### config.mk
export PLATFORM = sky130hd
export DESIGN_NAME = mbd_regs
export DESIGN_NICKNAME = d
export VERILOG_FILES = /design/src/rtl/mbd_pkg.sv /design/src/rtl/mbd_regs.sv
export SDC_FILE = /design/constraint.sdc
export NUM_CORES = 1
export LEC_CHECK = 0
export BUFFER_PORTS_ARGS = -buffer_cell sky130_fd_sc_hd__buf_2
export CAP_MARGIN = 20
export CORE_UTILIZATION = 38
export CTS_BUF_LIST = sky130_fd_sc_hd__clkbuf_4 sky130_fd_sc_hd__clkbuf_8
export DETAILED_ROUTE_END_ITERATION = 12
export PLACE_DENSITY = 0.78
export SETUP_SLACK_MARGIN = 0.1
export SLEW_MARGIN = 20
export SYNTH_ARGS = -nofsm -noshare
export SYNTH_HDL_FRONTEND = slang
export SYNTH_SLANG_ARGS = --single-unit
### constraint.sdc
create_clock -name i_clk -period 1 [get_ports i_clk]
set_input_delay 0.2 -clock i_clk [delete_from_list [all_inputs] [get_ports i_clk]]
set_output_delay 0.2 -clock i_clk [all_outputs]
set_load 0.03 [all_outputs]
### src/rtl/mbd_pkg.sv
// package for the 2x2 box downsampler
// holds widths, register map, shared types and the channel arithmetic
// used by mbd_regs, mbd_line_store and mip_box_downsample_2x2_top
package mbd_pkg;

    localparam int MAX_WIDTH_DEF = 4096;
    localparam int N_CHAN        = 4;
    localparam int CHAN_W        = 8;
    localparam int SUM_W         = CHAN_W + 1;
    localparam int PIX_W         = N_CHAN * CHAN_W;
    localparam int PAIR_W        = N_CHAN * SUM_W;
    localparam int SRC_W_W       = 13;
    localparam int SRC_H_W       = 16;
    localparam int APB_DW        = 32;
    localparam int APB_AW        = 3;

    // register indexes (byte address is 4 * index)
    localparam logic REG_SRC_WIDTH  = 1'b0;
    localparam logic REG_SRC_HEIGHT = 1'b1;

    typedef struct packed {
        logic [SRC_W_W-1:0] src_width;
        logic [SRC_H_W-1:0] src_height;
    } t_cfg;

    // per-channel sums of two pixels, each 9 bits
    function automatic logic [PAIR_W-1:0] pair_sum(input logic [PIX_W-1:0] a,
                                                   input logic [PIX_W-1:0] b);
        logic [PAIR_W-1:0] s;
        s = '0;
        for (int c = 0; c < N_CHAN; c++) begin
            s[c*SUM_W +: SUM_W] = SUM_W'(a[c*CHAN_W +: CHAN_W])
                                + SUM_W'(b[c*CHAN_W +: CHAN_W]);
        end
        return s;
    endfunction

    // floor of the four-pixel sum over four, per channel
    function automatic logic [PIX_W-1:0] quad_avg(input logic [PAIR_W-1:0] a,
                                                  input logic [PAIR_W-1:0] b);
        logic [PIX_W-1:0]  r;
        logic [SUM_W:0]    t;
        r = '0;
        for (int c = 0; c < N_CHAN; c++) begin
            t = (SUM_W+1)'(a[c*SUM_W +: SUM_W]) + (SUM_W+1)'(b[c*SUM_W +: SUM_W]);
            r[c*CHAN_W +: CHAN_W] = t[SUM_W:2];
        end
        return r;
    endfunction

endpackage

### src/rtl/mbd_regs.sv
// configuration registers behind an apb-style slave port
// depends on mbd_pkg for the register map and t_cfg
module mbd_regs (
    input  logic                        i_clk,
    input  logic                        i_rst_n,
    input  logic                        psel,
    input  logic                        penable,
    input  logic                        pwrite,
    input  logic [mbd_pkg::APB_AW-1:0]  paddr,
    input  logic [mbd_pkg::APB_DW-1:0]  pwdata,
    output logic [mbd_pkg::APB_DW-1:0]  prdata,
    output logic                        pready,
    output mbd_pkg::t_cfg               o_cfg
);

    logic [mbd_pkg::SRC_W_W-1:0] r_src_width;
    logic [mbd_pkg::SRC_H_W-1:0] r_src_height;
    logic                        wr_en;
    logic                        reg_idx;

    assign pready  = 1'b1;
    assign wr_en   = psel && penable && pwrite;
    assign reg_idx = paddr[2];

    always_ff @(posedge i_clk) begin
        if (!i_rst_n) begin
            r_src_width  <= mbd_pkg::SRC_W_W'(1);
            r_src_height <= mbd_pkg::SRC_H_W'(1);
        end else if (wr_en) begin
            case (reg_idx)
                mbd_pkg::REG_SRC_WIDTH:  r_src_width  <= pwdata[mbd_pkg::SRC_W_W-1:0];
                mbd_pkg::REG_SRC_HEIGHT: r_src_height <= pwdata[mbd_pkg::SRC_H_W-1:0];
                default: ;
            endcase
        end
    end

    always_comb begin
        case (reg_idx)
            mbd_pkg::REG_SRC_WIDTH:  prdata = mbd_pkg::APB_DW'(r_src_width);
            mbd_pkg::REG_SRC_HEIGHT: prdata = mbd_pkg::APB_DW'(r_src_height);
            default:                 prdata = '0;
        endcase
    end

    assign o_cfg.src_width  = r_src_width;
    assign o_cfg.src_height = r_src_height;

endmodule

==> flow_summary.toml, run 1 <==
[critical_path]
cp.depth = 2
crit_path_end_kind = "primary output"
path_max_fanout = 3
required_ns = 0.80
cpPeakStageDelay_ns = 0.33
cp_data_arrival_time_ns = 1.02
critPathKind = "flip-flop to primary output"
r2r_slack_ns = 0.22
crit_chain = "mux2_4 -> buf_6"
path_buf_inv = 1
reg2reg_depth = 4
cp_slowest_cell = "dfxtp_2"
crit_path_start_kind = "flip-flop"
path_delay_family = "flip-flops"

[sta]
finClkSkew_ns = 0
setup_viol = 38
timing.fmax_mhz = 822
hold_viol_final = 0
post-route-period-util_pct = 122
fin_tns_setup_ns = -3.95
rsz0062_at_grt = "true"
slew_viol_final = 0
min_period_ns = 1.22
final.setup.worst_slack_ns = -0.217

[pwr]
ir_drop_mv = 1.18
power_density_nw_per_um2 = 1080
p_leak_uw = 0.00141

[drt]
drt-pass1-iter-count = 4
drt-initial-drc-count = 41
drcViolationCount = 0
drt_wl_total_um = 3980
ant_nets = 0
wl_per_cell_um = 13.5
via_per_inst = 4.58
vias = 1350

[yosys]
async_flop_share_pct = 0
ys_types = 12
synth_edf_count = 0
synth_top_cell_area_share_pct = 39.9
syn_avg_cell_area_um2 = 9.77
yosysMostFrequentCell = "nand2_1"
ys_ff_latch = 29
ys_seq_area_share_pct = 39.9
ys.flop_type = "dfxtp_1"
syn_area_um2 = 1460
yosys-top-cells-count = "nand2_1 (42), dfxtp_1 (29), mux2i_1 (29)"
yosysTopAreaCell = "dfxtp_1"
ys_warn_count = 0
netlist_instances = 149
ys_top_cells_by_area = "dfxtp_1 (40%), mux2i_1 (20%), nand2_1 (11%), mux2_2 (10%), buf_4 (8.8%)"

[floorplanning]
die_area_um2 = 4080
die_h_um = 63.9
io_pins = 102
die_w_um = 63.9
initial_core_util_pct = 39.8
coreArea_um2 = 3660
num_rows = 22

[clock_tree]
cts_tree = "yes"
cts.sinks = 29
clk_pin_slew_worst_paths_ns = 0.06
cts_buffer_depth = 2
cts_hold_buffers = 0
clk_latency_ns = 0.27
cts_made_buffers = 5
cts_root_buf = "clkbuf_8"
cts_max_level = 2

[global_route]
grt_max_degree = 25
grt_pass1_wl_um = 5890
globalRouteOverflowTotal = 0
grt_pass1_vias = 1257
antenna_found_initial = 0
grt_usage_pct = 19.4

[cells_and_area]
fin_nets = 286
regArea_um2 = 617
drive_gt1_share_pct = 63.2
antenna_cells = 0
multiInputGateArea_um2 = 795
layoutNonFillerInstCount = 295
area_growth_pct = 79.2
n_fill_cell = 283

[placed_design]
routabilityCongestion = 0.663
dpl.hpwl_um = 2170
place_inst = 259
portBuffers = 66
detailedPlace.worstSlack_ns = -0.171

[run_status]
violations = "setup timing"
outcome = "finished with violations"

[run]
drv_cap = 0

[worst_hold_path]
worstHoldPathCells = 3
hp-class = "primary input to flip-flop"
-- placed cells by master, fill, tap and decap left out, drive strengths merged --
| cell type | count |
|---|---|
| conb | 17 |
| mux2 | 13 |
| nand4b | 1 |
| nor2b | 3 |
| clkinv | 1 |
| nand2 | 42 |
| mux2i | 29 |
| clkbuf | 7 |
| buf | 101 |
| and2 | 3 |
| nand4 | 1 |
| dfxtp | 29 |
-- worst paths after layout --
| kind | startpoint | end |
|---|---|---|
| worst max register to register | r_src_height[1] | r_src_height[1] |
| worst max-delay path | r_src_width[4] | prdata[4] |
| worst min-delay path | pwdata[14] | r_src_height[14] |
| worst min register to register | r_src_height[9] | r_src_height[9] |
-- logic make-up (layout without fill, tap and decap cells) --
group / count (synthesis) / after routing / share of synthesized area [%]
other: 2 / 17 / 0.516
flip-flops: 29 / 29 / 39.9
multiplexers: 42 / 42 / 30.0
buffers and inverters: 26 / 109 / 13.1
AND/OR/NAND/NOR: 50 / 50 / 16.5
-- tightest hold or removal path: stages --
cell	delay, ns
buf_2	0.10
nand2_1	0.05
mux2i_1	0.06
-- flip-flops by register name, indices dropped and copies added (netlist names) --
register	flops
r_src_width	13
r_src_height	16
-- metal layers --
| layer | vias up | wire, um | GRT usage, % |
|---|---|---|---|
| met3 | 6 | 180 | 7.32 |
| met1 | 650 | 1440 | 18.7 |
| met4 | 0 | 65 | 7.10 |
| li1 | 646 | - | - |
| met2 | 48 | 2290 | 37.0 |
| met5 | - | 0 | 0 |
-- cell type report --
| class | count | area share, % |
|---|---|---|
| multi-input combinational | 109 | 30.4 |
| clock inverter | 1 | 0.192 |
| timing repair buffer | 101 | 39.7 |
| clock buffer | 7 | 3.69 |
| sequential | 29 | 23.6 |
| tap | 48 | 2.30 |
-- stage by stage --
| step | power, uW | utilization [%] | instance area [um2] | hold slack, ns |
|---|---|---|---|---|
| 6_report | 2820 | 71.3 | 2610 | 0.171 |
| 5_1_grt | 2940 | 71.3 | 2610 | 0.171 |
| 4_1_cts | 2810 | 68.0 | 2490 | 0.162 |
| 3_5_place_dp | 1680 | 52.5 | 1920 | 0.457 |
| 3_3_place_gp | 1670 | 52.5 | 1920 | 0.443 |
| 2_1_floorplan | 1590 | - | 1600 | 0.331 |
-- what timing repair did --
item	in CTS	in global routing
buffers inserted	16	21
resized for setup	116	20
endpoints found under the setup margin	45	45
-- report_power, final --
part | total (uW) | internal [uW] | switching [uW] | leakage, uW
Sequential | 1210 | 1190 | 20.2 | 0.000247
Combinational | 561 | 245 | 316 | 0.00111
Clock | 1050 | 620 | 428 | 0.0000542
Power figures use the tool's default switching activity.
==> run 2: changes to the inputs <==
--- a/config.mk
+++ b/config.mk
@@ -7,11 +7,11 @@
 export LEC_CHECK = 0
 export BUFFER_PORTS_ARGS = -buffer_cell sky130_fd_sc_hd__buf_2
 export CAP_MARGIN = 20
-export CORE_UTILIZATION = 38
+export CORE_UTILIZATION = 40
 export CTS_BUF_LIST = sky130_fd_sc_hd__clkbuf_4 sky130_fd_sc_hd__clkbuf_8
 export DETAILED_ROUTE_END_ITERATION = 12
 export PLACE_DENSITY = 0.78
-export SETUP_SLACK_MARGIN = 0.1
+export SETUP_SLACK_MARGIN = 0.2
 export SLEW_MARGIN = 20
 export SYNTH_ARGS = -nofsm -noshare
 export SYNTH_HDL_FRONTEND = slang
==> constraint.sdc (replaced) <==
create_clock -name i_clk -period 1.5 [get_ports i_clk]
set_input_delay 0.3 -clock i_clk [delete_from_list [all_inputs] [get_ports i_clk]]
set_output_delay 0.3 -clock i_clk [all_outputs]
set_load 0.03 [all_outputs]
==> run 2 against run 1 <==
The run now ends clean. Clock power shrank 34%. Core utilization shrank 7.6 points. Sequential share of layout area grew 4.6 points. Via count shrank 6.5%. Register-to-register slack gained 0.51 ns. Critical path depth is the same. Sequential cell count is the same. Combinational power shrank 44%. Non-clock buffer count shrank 12. Cell area shrank 17%. Critical endpoint is now prdata[9]. Largest power group unchanged.
==> flow_summary.toml, run 2 (same netlist as run 1, synthesis figures left out) <==
[run_status]
outcome = "finished, final reports clean"

[cells_and_area]
layout_commonest_cell = "nand2_1"
fin_nets = 274
layoutNonFillerInstCount = 281
largest_reg_flops = 16
antenna_cells = 0
reg_top3 = "r_src_height x16, r_src_width x13"
max_flop_register = "r_src_height"
mostFrequentLayoutCells = "nand2_1 (42), buf_2 (39), buf_4 (36), mux2i_1 (29), dfxtp_2 (27)"
drive_gt1_share_pct = 59.1
area_growth_pct = 49.3

[global_route]
globalRouteOverflowTotal = 0
antenna_found_initial = 0
grt_pass1_wl_um = 5720
grt_usage_pct = 19.2
busiest_layer = "met2"
grt_max_degree = 21
grtUsageMet3_pct = 6.62
grt_pass1_vias = 1234
grt_util_met1_pct = 18.8
use_met2_pct = 37.0

[floorplanning]
coreArea_um2 = 3420
num_rows = 21
initial_core_util_pct = 42.6
die_h_um = 62.3
io_pins = 102
die_area_um2 = 3890
die_w_um = 62.3

[clock_tree]
cts_made_buffers = 5
cts_hold_buffers = 0
clk_latency_ns = 0.32
cts_tree = "yes"
clk_pin_slew_worst_paths_ns = 0.09
cts_buffer_depth = 2
cts_max_level = 2
cts_root_buf = "clkbuf_4"
cts.sinks = 29

[critical_path]
critPathKind = "flip-flop to primary output"
worstReg2RegStart = "r_src_width[0]"
reg2reg_depth = 3
crit_start = "r_src_width[9]"
cp_data_arrival_time_ns = 1.08
crit_path_end_kind = "primary output"
crit_path_start_kind = "flip-flop"
required_ns = 1.20
r2r-end = "r_src_width[0]"
path_max_fanout = 2
r2r_slack_ns = 0.73

[pwr]
p_leak_uw = 0.00126
ir_drop_mv = 0.513
power_density_nw_per_um2 = 831

[sta]
fin_tns_setup_ns = 0
hold_viol_final = 0
final.setup.worst_slack_ns = 0.115
setup_viol = 0
post-route-period-util_pct = 92.3
rsz0062_at_grt = "true"
finClkSkew_ns = 0
fin_hold_ws_ns = 0.198
timing.fmax_mhz = 722
slew_viol_final = 0
min_period_ns = 1.38

[placed_design]
portBuffers = 66
dpl.hpwl_um = 1990
routabilityCongestion = 0.712
place_inst = 253
detailedPlace.worstSlack_ns = 0.121

[worst_hold_path]
worstHoldPathCells = 3
holdPathEnd = "r_src_height[13]"
worstHoldStart = "pwdata[13]"
hp-class = "primary input to flip-flop"

[drt]
drt-initial-drc-count = 49
via_per_inst = 4.49
wl_per_cell_um = 12.8
drcViolationCount = 0
ant_nets = 0
vias = 1262
drt_wl_total_um = 3590
drt-pass1-iter-count = 4

[run]
drv_cap = 0
## run 2: changes by cell type in the layout (fill, tap and decap cells not counted), moves of 3 or more
cell and change:
buf_2 +18, buf_6 -52, buf_4 +28, buf_12 -6
clkbuf_8 -6, clkbuf_4 +6, and2_1 +3
## run 2: worst max-delay path: stages (launching register included)
cell,delay [ns]
dfxtp_2,0.34
mux2_4,0.27
buf_6,0.14
## run 2: timing repair
action	in CTS	in global routing
setup endpoints to repair	15	27
endpoints found under the hold margin	0	0
gates resized for setup	61	29
setup buffers	20	0
## run 2: layout make-up
type | instances | area, um2
Fill cell | 309 | 1240
Multi-Input combinational cell | 109 | 782
Timing Repair Buffer | 89 | 632
Sequential cell | 29 | 614
Clock buffer | 7 | 58.8
Tap cell | 46 | 57.6
Clock inverter | 1 | 30.0
## run 2: power by group
group          total [uW]  switching (uW)  leakage [uW]  internal (uW)
Combinational         312             198      0.000963            114
Sequential            800            10.5      0.000246            789
Clock                 695             279     0.0000489            416
## run 2: how the worst max path moves through the flow
stage / to / slack (ns) / cells after the start
6_report: prdata[9] / 0.12 / 2
5_1_grt: prdata[9] / 0.08 / 2
3_5_place_dp: prdata[2] / 0.12 / 4
3_3_place_gp: prdata[10] / 0.13 / 4
4_1_cts: prdata[1] / 0.12 / 2
2_1_floorplan: prdata[10] / 0.17 / 3
## run 2: per-layer routing
layer / routed length (um) / vias up / share of wire, %
met5: 0 / - / 0
met1: 1360 / 592 / 38
met2: 1990 / 42 / 55
met3: 193 / 5 / 5.4
li1: - / 623 / -
met4: 44 / 0 / 1.2
## run 2: metrics by stage
stage	utilization [%]	total power [uW]	instance area [um2]
6_report	63.7	1810	2170
2_1_floorplan	-	1050	1510
3_3_place_gp	51.1	1080	1740
4_1_cts	62.5	1810	2130
5_1_grt	63.7	1880	2170
3_5_place_dp	51.1	1080	1740
